<file path="src/rtl/wsfu_pkg.sv">
// ----------------------------------------------------------------------------
// wsfu_pkg
// Shared types and constants for the frame unmasker: result kinds, the
// result record passed from the deframer to the output stage, and header codes.
// ----------------------------------------------------------------------------
package wsfu_pkg;

  typedef enum logic [1:0] {
    KIND_PAYLOAD = 2'd0,
    KIND_EMPTY   = 2'd1,
    KIND_ERROR   = 2'd2
  } kind_e;

  localparam logic [6:0] LEN7_ESC16 = 7'd126;
  localparam logic [6:0] LEN7_ESC64 = 7'd127;
  localparam int unsigned MASK_BIT  = 7;

  typedef struct packed {
    logic        valid;
    kind_e       kind;
    logic [7:0]  payload_byte;
    logic        last;
    logic [63:0] message_length;
  } result_t;

endpackage

</file>
<file path="src/rtl/wsfu_deframer.sv">
// ----------------------------------------------------------------------------
// wsfu_deframer
// Header, length and mask key parser with payload unmasking. Holds the frame
// state and presents at most one result for the current beat combinationally.
// ----------------------------------------------------------------------------
module wsfu_deframer (
  input  logic              clk_i,
  input  logic              rst_ni,
  input  logic              beat_i,
  input  logic [7:0]        rx_byte_i,
  output wsfu_pkg::result_t res_o
);
  import wsfu_pkg::*;

  localparam logic [2:0] PH_HDR0  = 3'd0;
  localparam logic [2:0] PH_LEN   = 3'd1;
  localparam logic [2:0] PH_EXT16 = 3'd2;
  localparam logic [2:0] PH_EXT64 = 3'd3;
  localparam logic [2:0] PH_MASK  = 3'd4;
  localparam logic [2:0] PH_DATA  = 3'd5;

  logic [2:0]  phase_q, phase_d;
  logic [2:0]  cnt_q, cnt_d;
  logic [63:0] flen_q, flen_d;
  logic [31:0] mkey_q, mkey_d;
  logic [63:0] remain_q, remain_d;
  logic [1:0]  idx_q, idx_d;
  logic        masked_q, masked_d;
  logic        halted_q, halted_d;

  logic [63:0] flen_shift;
  logic [7:0]  mask_byte;
  logic        fin;

  assign flen_shift = {flen_q[55:0], rx_byte_i};
  assign fin        = (remain_q == 64'd1);

  always_comb begin
    unique case (idx_q)
      2'd0:    mask_byte = mkey_q[31:24];
      2'd1:    mask_byte = mkey_q[23:16];
      2'd2:    mask_byte = mkey_q[15:8];
      default: mask_byte = mkey_q[7:0];
    endcase
  end

  always_comb begin
    phase_d  = phase_q;
    cnt_d    = cnt_q;
    flen_d   = flen_q;
    mkey_d   = mkey_q;
    remain_d = remain_q;
    idx_d    = idx_q;
    masked_d = masked_q;
    halted_d = halted_q;
    res_o    = '{valid: 1'b0, kind: KIND_PAYLOAD, payload_byte: 8'd0,
                 last: 1'b0, message_length: 64'd0};
    if (!halted_q) begin
      unique case (phase_q)
        PH_LEN: begin
          masked_d = rx_byte_i[MASK_BIT];
          mkey_d   = 32'd0;
          idx_d    = 2'd0;
          cnt_d    = 3'd0;
          if (rx_byte_i[6:0] == LEN7_ESC16) begin
            flen_d  = 64'd0;
            phase_d = PH_EXT16;
          end else if (rx_byte_i[6:0] == LEN7_ESC64) begin
            flen_d  = 64'd0;
            phase_d = PH_EXT64;
          end else begin
            flen_d = {57'd0, rx_byte_i[6:0]};
            if (!rx_byte_i[MASK_BIT]) begin
              halted_d = 1'b1;
              phase_d  = PH_HDR0;
              res_o    = '{valid: 1'b1, kind: KIND_ERROR, payload_byte: 8'd0,
                           last: 1'b1, message_length: {57'd0, rx_byte_i[6:0]}};
            end else begin
              phase_d = PH_MASK;
            end
          end
        end
        PH_EXT16, PH_EXT64: begin
          flen_d = flen_shift;
          if (cnt_q == ((phase_q == PH_EXT16) ? 3'd1 : 3'd7)) begin
            cnt_d = 3'd0;
            if (!masked_q) begin
              halted_d = 1'b1;
              phase_d  = PH_HDR0;
              res_o    = '{valid: 1'b1, kind: KIND_ERROR, payload_byte: 8'd0,
                           last: 1'b1, message_length: flen_shift};
            end else begin
              phase_d = PH_MASK;
            end
          end else begin
            cnt_d = cnt_q + 3'd1;
          end
        end
        PH_MASK: begin
          mkey_d = {mkey_q[23:0], rx_byte_i};
          if (cnt_q < 3'd3) begin
            cnt_d = cnt_q + 3'd1;
          end else begin
            cnt_d    = 3'd0;
            idx_d    = 2'd0;
            remain_d = flen_q;
            if (flen_q == 64'd0) begin
              phase_d = PH_HDR0;
              res_o   = '{valid: 1'b1, kind: KIND_EMPTY, payload_byte: 8'd0,
                          last: 1'b1, message_length: 64'd0};
            end else begin
              phase_d = PH_DATA;
            end
          end
        end
        PH_DATA: begin
          res_o    = '{valid: 1'b1, kind: KIND_PAYLOAD,
                       payload_byte: rx_byte_i ^ mask_byte,
                       last: fin, message_length: flen_q};
          idx_d    = idx_q + 2'd1;
          remain_d = remain_q - 64'd1;
          if (fin) begin
            phase_d = PH_HDR0;
          end
        end
        default: begin
          phase_d = PH_LEN;
          cnt_d   = 3'd0;
        end
      endcase
    end
  end

  always_ff @(posedge clk_i or negedge rst_ni) begin
    if (!rst_ni) begin
      phase_q  <= PH_HDR0;
      cnt_q    <= 3'd0;
      flen_q   <= 64'd0;
      mkey_q   <= 32'd0;
      remain_q <= 64'd0;
      idx_q    <= 2'd0;
      masked_q <= 1'b0;
      halted_q <= 1'b0;
    end else if (beat_i) begin
      phase_q  <= phase_d;
      cnt_q    <= cnt_d;
      flen_q   <= flen_d;
      mkey_q   <= mkey_d;
      remain_q <= remain_d;
      idx_q    <= idx_d;
      masked_q <= masked_d;
      halted_q <= halted_d;
    end
  end

endmodule

</file>
<file path="src/rtl/websocket_frame_unmasker.sv">
// ----------------------------------------------------------------------------
// websocket_frame_unmasker
// Deframes a client-to-server WebSocket byte stream and unmasks the payload.
//
// Input channel: one received byte per beat on rx_byte_i (in_valid_i /
// in_ready_o). Output channel: one result per beat (out_valid_o /
// out_ready_i) carrying kind, payload_byte, last and message_length.
// Header, extended length and mask key bytes produce no result; each payload
// byte produces one, a zero-length frame produces one empty-message result,
// and an unmasked frame produces one error result after which all bytes are
// swallowed until reset.
// Output: a result is registered and appears in the cycle after the byte that causes it.
// Throughput: one byte per cycle while out_ready_i does not hold off the input, set by the
// parser update and the output register.
// Reset: parser returns to waiting for the first header byte, output empty.
// Stall: while a result waits, a new byte is taken only in the cycle the
// result is taken, so out_ready_i low holds off the input.
// ----------------------------------------------------------------------------
module websocket_frame_unmasker (
  input  logic               clk_i,
  input  logic               rst_ni,
  input  logic               in_valid_i,
  output logic               in_ready_o,
  input  logic [7:0]         rx_byte_i,
  output logic               out_valid_o,
  input  logic               out_ready_i,
  output wsfu_pkg::kind_e    kind_o,
  output logic [7:0]         payload_byte_o,
  output logic               last_o,
  output logic [63:0]        message_length_o
);
  import wsfu_pkg::*;

  result_t res;
  result_t out_q;
  logic    out_valid_q;
  logic    beat;

  assign in_ready_o = !out_valid_q || out_ready_i;
  assign beat       = in_valid_i && in_ready_o;

  wsfu_deframer u_deframer (
    .clk_i     (clk_i),
    .rst_ni    (rst_ni),
    .beat_i    (beat),
    .rx_byte_i (rx_byte_i),
    .res_o     (res)
  );

  always_ff @(posedge clk_i or negedge rst_ni) begin
    if (!rst_ni) begin
      out_valid_q <= 1'b0;
    end else if (in_ready_o) begin
      out_valid_q <= beat && res.valid;
    end
  end

  always_ff @(posedge clk_i) begin
    if (beat && res.valid) begin
      out_q <= res;
    end
  end

  assign out_valid_o      = out_valid_q;
  assign kind_o           = out_q.kind;
  assign payload_byte_o   = out_q.payload_byte;
  assign last_o           = out_q.last;
  assign message_length_o = out_q.message_length;

endmodule

</file>
<file path="config.mk">
export PLATFORM = sky130hd
export DESIGN_NAME = websocket_frame_unmasker
export DESIGN_NICKNAME = d
export VERILOG_FILES = /design/src/rtl/wsfu_pkg.sv /design/src/rtl/wsfu_deframer.sv /design/src/rtl/websocket_frame_unmasker.sv
export SDC_FILE = /design/constraint.sdc
export NUM_CORES = 1
export LEC_CHECK = 0
export BUFFER_PORTS_ARGS = -buffer_cell sky130_fd_sc_hd__buf_2
export CAP_MARGIN = 20
export CORE_AREA = 2 2 175 177
export DETAILED_ROUTE_END_ITERATION = 8
export DIE_AREA = 0 0 177 179
export GPL_TIMING_DRIVEN = 0
export PLACE_DENSITY_LB_ADDON = 0.15
export SETUP_SLACK_MARGIN = 0.2
export SLEW_MARGIN = 40
export SYNTH_ARGS = -nofsm -noshare
export SYNTH_HDL_FRONTEND = slang
export SYNTH_SLANG_ARGS = --single-unit
</file>
<file path="constraint.sdc">
create_clock -name clk_i -period 9.85 [get_ports clk_i]
set_clock_uncertainty 0.2 [all_clocks]
set_input_delay 0.985 -clock clk_i [delete_from_list [all_inputs] [get_ports clk_i]]
set_output_delay 0.985 -clock clk_i [all_outputs]
set_load 0.05 [all_outputs]
</file>
==> key figures <==
Critical path
  • CP endpoint kind: register
  • Worst setup startpoint: u_deframer.flen_q[55]
  • Crit path arrival time: 4.83 ns
  • Startpoint Class: register
  • Max Fanout on Critical Path: 13
  • RR Startpoint: u_deframer.flen_q[55]
  • Critical path class: register to register
  • Worst Path Required: 9.89 ns

Floorplan
  • FP Rows: 64
  • Initial core utilization: 0.394
  • Number of I/O pins: 89
  • Core area: 0.0300 sq mm
  • Die area: 0.0317 sq mm
  • Die Y: 179 um
  • Die width: 177 um

Power
  • Sw Pwr: 1.31 mW
  • Reg power frac: 0.420
  • Switching Share: 0.371
  • Combinational power share: 0.260
  • Clock power frac: 0.321
  • Internal cell power: 2.22 mW
  • Power per cell area: 253 mW/mm^2
  • Leakage: 5.75 nW
  • Max rail drop VDD: 0.134 mV

Route
  • Routed met3 length: 2.74 mm
  • DRC violations left: 0
  • DRT iter0 DRCs: 994
  • Total wire length: 39.5 mm
  • Met2 routed WL: 18.3 mm
  • DRT met1 WL: 16.6 mm
  • Routed Antenna Nets: 0
  • Vias: 10,400
  • Top Layer Used: met4
  • Routed len/inst: 23.4 um
  • Routed vias/inst: 6.13
  • DR pass1 iterations: 8

Placed design
  • Final RePlAce weighted congestion: 0.973
  • Placed insts: 1,640
  • Hpwl dp: 27.7 mm
  • DP Worst Slack: 5.03 ns
  • # port buffers: 87

Clock network
  • Root buf cell: clkbuf_16
  • TritonCTS Buffers: 28
  • Worst-skew pair later-pin latency: 0.56 ns
  • Hold buffer count at CTS: 0
  • Htree depth: 1
  • Post-CTS resize count: 0
  • Clock sinks: 246
  • Clock buffer depth: 3
  • CTS tree: built
  • Post-CTS Setup Bufs: 0
  • Clock-pin slew on the worst setup and hold paths: 0.06 ns

STA
  • Tcrit/Tclk final: 0.486
  • Slew @ Worst Pin: 0.804 ns
  • Final number of setup-violating endpoints: 0
  • Setup TNS: 0 ns
  • Final Hold Viols: 0
  • Worst slew margin: 0.464
  • Final Slew Violations: 0
  • Setup WS post-layout: 5.06 ns
  • Unrepaired setup endpoints after global routing: no
  • Min Hold Slack: 0.193 ns
  • F_max: 209 MHz
  • Post-route minimum period: 4.79 ns

Global route
  • Largest net degree at the start of global routing: 62
  • GRT Residual Overflow: 0
  • First-pass GRT wire length: 60.5 mm
  • Vias in the first global route: 10,000
  • Initial antenna violation count: 0
  • GRT Util Overall: 0.250

Flow run
  • Max Cap Viol: 0

Synth
  • Post-Syn Area per Cell: 10.3 sq um
  • Library cells used by synthesis: 74
  • Count leader, synth: dfrtp_1
  • Flops & latches, synth: 246
  • Yosys warnings: 0
  • Synth Net Count: 1,167
  • Yosys top cell area share: 0.362
  • Post-synth EDFFs: 75
  • Post-Synthesis Cell Area: 0.0118 sq mm
  • Top cell type by total area after synthesis: dfrtp_1
  • Async SR Flop Fraction: 0.695
  • Largest cells by area after synthesis: dfrtp_1 36%, edfxtp_1 19%, a22o_1 7.0%
  • Most frequent cells after synthesis: 171 x dfrtp_1, 124 x nor2_1, 105 x nand2_1
  • Primary FF master, synth: dfrtp_1
  • Register area share after synthesis: 0.552
  • Synth Instances: 1,148

Cells and area
  • Number of diodes: 0
  • Footprint of the multi-input gates: 0.00494 sq mm
  • Post-layout util: 0.463
  • Finished Layout Cells: 1,692
  • Nets: 1,293
  • Filler instances: 2,867
  • Reg area: 0.00653 sq mm
  • Area Overhead vs Synth: 17.6%
  • Share of layout cells above drive strength 1: 0.126

Worst hold path
  • Hold Path Class: primary input to async pin

Status
  • Status: finished, final reports clean
[placed cells by master (no fill, tap or decap), drive strengths merged, types with 14 or more instances in the layout]
cell      n
clkbuf  111
nor2    124
dfrtp   171
edfxtp   75
nand2   106
or4      15
a21oi    61
nand3    32
o21ai    59
nor4     34
nor3     34
inv      16
buf     104
a22oi    64
a22o     94
or3      14
[flip-flops by register name (all words and copies together), names as in the netlist]
signal               flops
message_length_o        64
u_deframer.flen_q       64
u_deframer.remain_q     64
u_deframer.mkey_q       32
payload_byte_o           8
u_deframer.cnt_q         3
u_deframer.phase_q       3
kind_o                   2
u_deframer.idx_q         2
last_o                   1
out_valid_o              1
u_deframer.halted_q      1
u_deframer.masked_q      1
[cell type report]
| cell class | instances | share of cell area |
|---|---|---|
| Buffer | 85 | 0.0241 |
| Tap cell | 396 | 0.0356 |
| Sequential cell | 246 | 0.469 |
| Clock buffer | 35 | 0.0530 |
| Multi-Input combinational cell | 801 | 0.355 |
| Inverter | 16 | 0.00432 |
| Timing Repair Buffer | 96 | 0.0402 |
| Clock inverter | 17 | 0.0183 |
[final timing paths]
kind                                            to  slack (ns)  cells past startpoint
max                           message_length_o[59]        5.06                     11
min                        u_deframer.remain_q[51]        0.19                      1
max reg2reg                   message_length_o[59]        5.06                     11
min reg2reg                  u_deframer.mkey_q[26]        0.31                      1
max in group asynchronous    u_deframer.flen_q[30]        8.57                      2
min in group clk_i           u_deframer.mkey_q[26]        0.31                      1
[power by group through the flow]
| stage | clock network [mW] | registers [mW] | logic (mW) |
|---|---|---|---|
| 2_1_floorplan | 0 | 1.66 | 0.426 |
| 3_3_place_gp | 0 | 1.51 | 0.876 |
| 3_5_place_dp | 0 | 1.49 | 0.905 |
| 4_1_cts | 1.14 | 1.47 | 0.909 |
| 5_1_grt | 1.18 | 1.50 | 0.986 |
| 6_report | 1.13 | 1.48 | 0.915 |
[cell families (layout without fill, tap and decap cells)]
logic type,count (synthesis),in the layout,share of synthesized area
xor+xnor,8,8,0.00592
buf+inv,101,249,0.0334
flops,246,246,0.552
simple gates,408,408,0.170
mux,2,2,0.00180
fa+ha+maj,7,7,0.00740
compound gates,376,376,0.229
[layer usage]
metal	up-vias	global-route usage
li1	4668	-
met1	5124	0.338
met2	459	0.401
met3	114	0.0358
met4	0	0.111
met5	-	0
[through the flow]
step                area (sq um)  power (mW)
finish                     13900        3.53
floorplan                  11800        2.09
CTS                        13900        3.52
global route               13900        3.67
detailed placement         12900        2.39
global placement           12800        2.38
[worst max-delay path, cell delays in order (launching register included)]
cell and delay [ns]:
dfrtp_1 0.56, nor4_1 0.56, nand4_1 0.18, nor3_1 0.55
nand3_1 0.42, a221oi_4 0.62, buf_4 0.31, buf_6 0.19
buf_4 0.21, buf_4 0.22, buf_4 0.22, buf_4 0.22
Note: power is estimated with default switching activity, not from simulation.
